## src/rtl/ita_pkg.sv

```systemverilog
// ita_pkg: shared constants, types and helpers for the integer to ascii converter
// used by ita_digits, ita_emit, int_to_ascii_dec_hex and ita_checker
`timescale 1ns / 1ps

package ita_pkg;

    localparam int VALUE_BITS_DEF = 32;

    localparam logic [6:0] CH_ZERO  = 7'h30;
    localparam logic [6:0] CH_A     = 7'h61;
    localparam logic [6:0] CH_MINUS = 7'h2D;

    localparam logic [3:0] DEC_BASE = 4'd10;

    // decimal digits of 2^vb - 1: floor(vb * log10(2)) + 1
    function automatic int dec_digits(input int vb);
        return ((vb * 1233) >> 12) + 1;
    endfunction

    function automatic int hex_digits(input int vb);
        return (vb + 3) / 4;
    endfunction

    function automatic logic [6:0] digit_char(input logic [3:0] d);
        logic [6:0] r;
        if (d >= DEC_BASE) begin
            r = CH_A + {3'b000, d - DEC_BASE};
        end else begin
            r = CH_ZERO + {3'b000, d};
        end
        return r;
    endfunction

    typedef struct packed {
        logic start;
        logic neg;
        logic hex;
    } t_emit_cmd;

endpackage

```

## src/rtl/int_to_ascii_dec_hex.sv

```systemverilog
// int_to_ascii_dec_hex: top level of the integer to ascii text converter
// instantiates ita_digits and ita_emit; depends on ita_pkg
`timescale 1ns / 1ps

// Usage
// Slave stream: s_tdata carries the value (VALUE_BITS bits, two's complement),
// s_tuser carries the mode: 0 signed decimal, 1 lowercase hex of the raw bits.
// Master stream: one transfer per character, most significant first, no
// leading zeros; a negative decimal value starts with '-'; m_tlast marks the
// final character. A zero value gives the single character '0'.
// Timing: one value at a time; s_tready drops after an accepted transfer and
// rises again once the final character is in the output register.
// Decimal: after the accepting cycle the shift-and-add-3 digit unit takes the
// value one bit a cycle, then hands the digits over; the emitter drops leading
// zeros one digit position at a time until the first non-zero digit, sends a
// minus first when negative, then one character per remaining digit position.
// Hex: the nibbles are handed over straight from the accepting cycle, then
// leading zeros are dropped and characters sent in the same way. The first
// character waits until every leading zero has been dropped.
// A stalled receiver holds the output register; production waits meanwhile.
// Reset (synchronous, active low) empties the output and makes s_tready high.

module int_to_ascii_dec_hex #(
    parameter int VALUE_BITS = ita_pkg::VALUE_BITS_DEF
) (
    input  logic                              i_clk,
    input  logic                              i_rst_n,
    input  logic                              s_tvalid,
    output logic                              s_tready,
    input  logic [((VALUE_BITS+7)/8)*8-1:0]   s_tdata,  // value
    input  logic                              s_tuser,  // req_type
    output logic                              m_tvalid,
    input  logic                              m_tready,
    output logic [7:0]                        m_tdata,  // ch
    output logic                              m_tlast   // last
);
    import ita_pkg::*;

    localparam int DIG_W = dec_digits(VALUE_BITS) * 4;

    logic                  r_busy;
    logic                  r_neg;
    logic                  r_hex;
    logic                  n_accept;
    logic                  n_neg;
    logic [VALUE_BITS-1:0] n_value;
    logic [VALUE_BITS-1:0] n_mag;
    logic                  w_dig_done;
    logic [DIG_W-1:0]      w_digits;
    logic                  w_emit_done;
    t_emit_cmd             w_cmd;

    assign s_tready = !r_busy;
    assign n_accept = s_tvalid && !r_busy;
    assign n_value  = s_tdata[VALUE_BITS-1:0];
    assign n_neg    = !s_tuser && n_value[VALUE_BITS-1];
    // most negative value wraps to its own unsigned magnitude
    assign n_mag    = n_neg ? (~n_value + 1'b1) : n_value;

    always_ff @(posedge i_clk) begin
        if (!i_rst_n) begin
            r_busy <= 1'b0;
        end else if (n_accept) begin
            r_busy <= 1'b1;
        end else if (w_emit_done) begin
            r_busy <= 1'b0;
        end
    end

    always_ff @(posedge i_clk) begin
        if (n_accept) begin
            r_neg <= n_neg;
            r_hex <= s_tuser;
        end
    end

    ita_digits #(
        .VALUE_BITS(VALUE_BITS)
    ) u_digits (
        .i_clk   (i_clk),
        .i_rst_n (i_rst_n),
        .i_start (n_accept),
        .i_hex   (s_tuser),
        .i_mag   (n_mag),
        .o_done  (w_dig_done),
        .o_digits(w_digits)
    );

    assign w_cmd.start = w_dig_done;
    assign w_cmd.neg   = r_neg;
    assign w_cmd.hex   = r_hex;

    ita_emit #(
        .VALUE_BITS(VALUE_BITS)
    ) u_emit (
        .i_clk   (i_clk),
        .i_rst_n (i_rst_n),
        .i_cmd   (w_cmd),
        .i_digits(w_digits),
        .o_done  (w_emit_done),
        .m_tvalid(m_tvalid),
        .m_tready(m_tready),
        .m_tdata (m_tdata),
        .m_tlast (m_tlast)
    );

endmodule

```

## src/rtl/ita_digits.sv

```systemverilog
// ita_digits: splits a magnitude into decimal or hex digits
// decimal uses one shift-and-add-3 step per cycle; depends on ita_pkg
`timescale 1ns / 1ps

module ita_digits #(
    parameter int VALUE_BITS = ita_pkg::VALUE_BITS_DEF
) (
    input  logic                                        i_clk,
    input  logic                                        i_rst_n,
    input  logic                                        i_start,
    input  logic                                        i_hex,
    input  logic [VALUE_BITS-1:0]                       i_mag,
    output logic                                        o_done,
    output logic [ita_pkg::dec_digits(VALUE_BITS)*4-1:0] o_digits
);
    import ita_pkg::*;

    localparam int NDIG  = dec_digits(VALUE_BITS);
    localparam int DIG_W = NDIG * 4;
    localparam int HEX_W = hex_digits(VALUE_BITS) * 4;
    localparam int CNT_W = $clog2(VALUE_BITS + 1);

    logic                  r_busy;
    logic                  r_done;
    logic [CNT_W-1:0]      r_cnt;
    logic [VALUE_BITS-1:0] r_shift;
    logic [DIG_W-1:0]      r_bcd;
    logic [DIG_W-1:0]      n_adj;
    logic [DIG_W-1:0]      n_hex;

    // add 3 to every bcd digit of five or more before the shift
    always_comb begin
        for (int i = 0; i < NDIG; i++) begin
            if (r_bcd[i*4 +: 4] >= 4'd5) begin
                n_adj[i*4 +: 4] = r_bcd[i*4 +: 4] + 4'd3;
            end else begin
                n_adj[i*4 +: 4] = r_bcd[i*4 +: 4];
            end
        end
    end

    // hex nibbles aligned to the top of the digit register
    assign n_hex = DIG_W'(HEX_W'(i_mag)) << (DIG_W - HEX_W);

    always_ff @(posedge i_clk) begin
        if (!i_rst_n) begin
            r_busy <= 1'b0;
            r_done <= 1'b0;
            r_cnt  <= '0;
        end else begin
            r_done <= 1'b0;
            if (i_start) begin
                if (i_hex) begin
                    r_done <= 1'b1;
                end else begin
                    r_busy <= 1'b1;
                    r_cnt  <= CNT_W'(VALUE_BITS);
                end
            end else if (r_busy) begin
                r_cnt <= r_cnt - 1'b1;
                if (r_cnt == CNT_W'(1)) begin
                    r_busy <= 1'b0;
                    r_done <= 1'b1;
                end
            end
        end
    end

    always_ff @(posedge i_clk) begin
        if (i_start) begin
            r_shift <= i_mag;
            r_bcd   <= i_hex ? n_hex : '0;
        end else if (r_busy) begin
            r_shift <= r_shift << 1;
            r_bcd   <= {n_adj[DIG_W-2:0], r_shift[VALUE_BITS-1]};
        end
    end

    assign o_done   = r_done;
    assign o_digits = r_bcd;

endmodule

```

## src/rtl/ita_emit.sv

```systemverilog
// ita_emit: drops leading zeros and sends sign and digit characters one per transfer
// holds the output register of the master stream; depends on ita_pkg
`timescale 1ns / 1ps

module ita_emit #(
    parameter int VALUE_BITS = ita_pkg::VALUE_BITS_DEF
) (
    input  logic                                        i_clk,
    input  logic                                        i_rst_n,
    input  ita_pkg::t_emit_cmd                          i_cmd,
    input  logic [ita_pkg::dec_digits(VALUE_BITS)*4-1:0] i_digits,
    output logic                                        o_done,
    output logic                                        m_tvalid,
    input  logic                                        m_tready,
    output logic [7:0]                                  m_tdata,  // ch
    output logic                                        m_tlast   // last
);
    import ita_pkg::*;

    localparam int NDIG   = dec_digits(VALUE_BITS);
    localparam int DIG_W  = NDIG * 4;
    localparam int NHEX   = hex_digits(VALUE_BITS);
    localparam int LEFT_W = $clog2(NDIG + 1);

    typedef enum logic [3:0] {
        ST_IDLE = 4'b0001,
        ST_SKIP = 4'b0010,
        ST_SIGN = 4'b0100,
        ST_EMIT = 4'b1000
    } t_state;

    t_state            r_state;
    logic [DIG_W-1:0]  r_dig;
    logic [LEFT_W-1:0] r_left;
    logic              r_neg;
    logic              r_ovalid;
    logic [6:0]        r_och;
    logic              r_olast;
    logic              n_can_load;
    logic [3:0]        n_top;

    assign n_can_load = !r_ovalid || m_tready;
    assign n_top      = r_dig[DIG_W-1 -: 4];

    always_ff @(posedge i_clk) begin
        if (!i_rst_n) begin
            r_state  <= ST_IDLE;
            r_ovalid <= 1'b0;
        end else begin
            if (m_tready) begin
                r_ovalid <= 1'b0;
            end
            unique case (r_state)
                ST_IDLE: begin
                    if (i_cmd.start) begin
                        r_state <= ST_SKIP;
                    end
                end
                ST_SKIP: begin
                    if (n_top != 4'd0 || r_left == LEFT_W'(1)) begin
                        r_state <= r_neg ? ST_SIGN : ST_EMIT;
                    end
                end
                ST_SIGN: begin
                    if (n_can_load) begin
                        r_ovalid <= 1'b1;
                        r_state  <= ST_EMIT;
                    end
                end
                ST_EMIT: begin
                    if (n_can_load) begin
                        r_ovalid <= 1'b1;
                        if (r_left == LEFT_W'(1)) begin
                            r_state <= ST_IDLE;
                        end
                    end
                end
                default: r_state <= ST_IDLE;
            endcase
        end
    end

    always_ff @(posedge i_clk) begin
        if (r_state == ST_IDLE && i_cmd.start) begin
            r_dig  <= i_digits;
            r_left <= i_cmd.hex ? LEFT_W'(NHEX) : LEFT_W'(NDIG);
            r_neg  <= i_cmd.neg;
        end else if (r_state == ST_SKIP) begin
            if (n_top == 4'd0 && r_left != LEFT_W'(1)) begin
                r_dig  <= r_dig << 4;
                r_left <= r_left - 1'b1;
            end
        end else if (r_state == ST_SIGN) begin
            if (n_can_load) begin
                r_och   <= CH_MINUS;
                r_olast <= 1'b0;
            end
        end else if (r_state == ST_EMIT) begin
            if (n_can_load) begin
                r_och   <= digit_char(n_top);
                r_olast <= (r_left == LEFT_W'(1));
                r_dig   <= r_dig << 4;
                r_left  <= r_left - 1'b1;
            end
        end
    end

    assign o_done   = (r_state == ST_EMIT) && n_can_load && (r_left == LEFT_W'(1));
    assign m_tvalid = r_ovalid;
    assign m_tdata  = {1'b0, r_och};
    assign m_tlast  = r_olast;

endmodule

```

## config.mk

```make
export PLATFORM = sky130hd
export DESIGN_NAME = int_to_ascii_dec_hex
export DESIGN_NICKNAME = d
export VERILOG_FILES = /design/src/rtl/ita_pkg.sv /design/src/rtl/int_to_ascii_dec_hex.sv /design/src/rtl/ita_digits.sv /design/src/rtl/ita_emit.sv
export SDC_FILE = /design/constraint.sdc
export NUM_CORES = 1
export LEC_CHECK = 0
export ABC_AREA = 1
export BUFFER_PORTS_ARGS = -buffer_cell sky130_fd_sc_hd__buf_4
export CORE_ASPECT_RATIO = 1.25
export CORE_UTILIZATION = 60
export CTS_BUF_LIST = sky130_fd_sc_hd__clkbuf_16
export DETAILED_ROUTE_END_ITERATION = 12
export GPL_TIMING_DRIVEN = 0
export HOLD_SLACK_MARGIN = 0.08
export PLACE_DENSITY = 0.79
export SKIP_LAST_GASP = 1
export SLEW_MARGIN = 25
export SYNTH_ARGS = -nofsm -noshare
export SYNTH_HDL_FRONTEND = slang
export SYNTH_SLANG_ARGS = --single-unit
```

## constraint.sdc

```tcl
create_clock -name i_clk -period 4.32 [get_ports i_clk]
set_clock_uncertainty 0.05 [all_clocks]
set_input_delay 0.864 -clock i_clk [delete_from_list [all_inputs] [get_ports i_clk]]
set_output_delay 0.864 -clock i_clk [all_outputs]
set_load 0.005 [all_outputs]
```

==> metrics.yaml <==
synth_nets: 978
htreeDepth: 4
r2r_end: "u_emit.r_left[0]"
syn_inst: 912
syn_to_final_growth_pct: 15.77
relSlewSlack_pct: 49.03
status: "finished, final reports clean"
path_delay_family: "simple AND/OR/NAND/NOR gates"
synth_top_area_cell: "edfxtp_1"
nFillCells: 941
antenna_left: 0
synth_top_area_share_pct: 48.06
holdCritPathClass: "flip-flop to flip-flop"
cts_setup_buffers: 0
crit_arrival_ns: 2.38
place_worst_setup_slack_ns: 1.861
max_cap_violations: 0
clkSinkCount: 140
via_per_inst: 5.618
hold_viol_final: 0
clockBufferDepth: 2
port-buffer-count: 45
ir_worst_vdd_mv: 0.2747
fmax_mhz: 443.8
avgSynthCellArea_um2: 8.632
post-route-drc-count: 0
power.density_mw_per_mm2: 484.2
rows: 46
initial_core_util_pct: 61.89
drv_slew: 0
yosys-top-cells-area: "edfxtp_1, nand2_1, o21ai_0"
synth.distinct_cells: 43
post_drt_wl_per_cell_um: 16.25
seq_area_mm2: 0.004064
place_area_mm2: 0.008486
worst-path-stages: 10
period_share_pct: 52.16
die_w_um: 104.5
crit_end: "u_emit.r_left[0]"
reg2reg_depth: 10
multiInputGateArea_mm2: 0.003174
slowest_delay_ns: 0.39
hold_buffers: 0
ys_ff_latch: 140
synthArstFlopShare_pct: 0
layout-drive-gt1-share_pct: 13.54
dieArea_mm2: 0.01359
grt_overflow_total: 0
pin_count: 48
yosys_most_used_dff: "edfxtp_1"
cts_resized: 0
hpwl_um: 13190
antenna_found_initial: 0
place_congestion: 0.9416
worstMarginPinSlew_ns: 0.7646
whs_ns: 0.3893
setup_violations: 0
synthMostInstantiatedCell: "nand2_1"
leakage_uw: 0.004057
yosys-top-cells-count: "nand2_1, edfxtp_1, inv_1"
critical_path_class: "flip-flop to flip-flop"
numCtsBuffers: 17
drt-initial-drc-count: 534
worst-path-max-fanout: 25
grt_max_degree: 53
slowest_stage: "edfxtp_1"
cp_cell_sequence: "inv_1 -> ha_1 -> nand2_1 -> nor2_1 -> inv_1 -> nand3_1 -> o21ai_0 -> o21ai_0 -> nand2_2 -> buf_16"
clk_pin_slew_ns: 0.06
finalCriticalPeriod_ns: 2.253
num_vias: 6506
insertion_delay_ns: 0.43
tritoncts: "done"
r2r_start: "u_emit.r_left[1]"
cp.required_ns: 4.44
cts_root_buffer: "clkbuf_16"
ys_seq_area_share_pct: 51.62
drt_first_pass_iters: 5
critPathLaunch: "u_emit.r_left[1]"
yosysWarnings: 0
nets: 1044
final_cell_area_mm2: 0.009114
rrSetupSlack_ns: 2.07
grt_pass1_vias: 6397
crit_path_end_kind: "flip-flop"
wl_um: 18820
crit_buf_inv: 3
fp.dieH_um: 130.1
finalPower_uw: 4413
diodes: 0
core_area_mm2: 0.01272
grtUsageTotal_pct: 29.47
grt_setup_unrepaired: "no"
critPathLaunchType: "flip-flop"
syn-cell-area_mm2: 0.007873
grt_pass1_wl_um: 30460
synth-edff-count: 126
setup_ws_ns: 2.067
==> stage by stage <==
step           cells  utilization, %  TNS (ns)
6_report        1158           71.65         0
5_1_grt         1158           71.65         0
4_1_cts         1158           71.65         0
3_5_place_dp    1127           66.71         0
3_3_place_gp    1125           66.20   -0.7008
2_1_floorplan    912               -         0
==> layout by cell type (no fill, tap or decap), types with 3 or more instances in the layout <==
cell type   instances
a21oi_1            25
nand2_1           216
clkbuf_1            9
clkinvlp_4          3
nor2_4              4
inv_1             125
clkbuf_16          17
nand2_2             4
nand2_4             4
nand4_1             8
buf_4              47
o22ai_1            14
inv_2               7
buf_6               3
xor2_1             14
buf_2              11
edfxtp_1          126
nand3_2             4
bufinv_16           5
o21ai_0           100
nor2_1             72
dfxtp_1            14
ha_1               29
nand3_1            75
o21ai_1            11
nor2_2             10
==> final cells by class <==
type	instances	area share, %
tap	168	2.306
sequential	140	44.59
clock buffer	17	4.668
buffer	27	1.606
clock inverter	14	2.224
inverter	132	5.464
multi-input combinational	613	34.83
timing repair buffer	47	4.311
==> per-layer routing <==
| metal | routed length, um | up-vias | part of all wire [%] | track usage (%) |
|---|---|---|---|---|
| met5 | 0 | - | 0 | 0 |
| met4 | 748 | 0 | 4.0 | 17.14 |
| met3 | 1206 | 59 | 6.4 | 5.495 |
| met2 | 9568 | 277 | 51 | 52.59 |
| met1 | 7300 | 2999 | 39 | 33.33 |
| li1 | - | 3171 | - | - |
==> registers in the layout (all words and copies together), names as in the netlist, 4 cells and up <==
register / count
u_digits.r_shift: 32
u_emit.r_left: 4
u_emit.r_och: 6
u_digits.r_cnt: 6
u_digits.o_digits: 40
u_emit.r_state: 4
u_emit.r_dig: 40
==> power by group <==
part | leakage [uW] | total, uW | switching (uW) | internal (uW)
Combinational | 0.00243 | 969 | 638 | 330
Clock | 0.000301 | 1570 | 560 | 1010
Sequential | 0.00132 | 1870 | 95.9 | 1780
==> how the worst min path moves through the flow <==
stage               start           end  slack, ns  cells past startpoint
global placement    r_neg  u_emit.r_neg       0.35                      0
finish              r_neg  u_emit.r_neg       0.39                      0
global route        r_neg  u_emit.r_neg       0.41                      0
detailed placement  r_neg  u_emit.r_neg       0.37                      0
floorplan           r_neg  u_emit.r_neg       0.35                      0
CTS                 r_neg  u_emit.r_neg       0.38                      0
==> kinds of logic (layout without fill, tap and decap cells) <==
family / Yosys count / in the layout / share of synthesized area (%)
simple gates: 402 / 402 / 22.28
compound gates: 164 / 164 / 11.41
fa+ha+maj: 29 / 29 / 4.609
other cells: 2 / 2 / 0.09539
buf+inv: 159 / 237 / 8.185
flops: 140 / 140 / 51.62
mux: 1 / 1 / 0.1272
xor+xnor: 15 / 15 / 1.669
(Power assumes the default switching activity.)
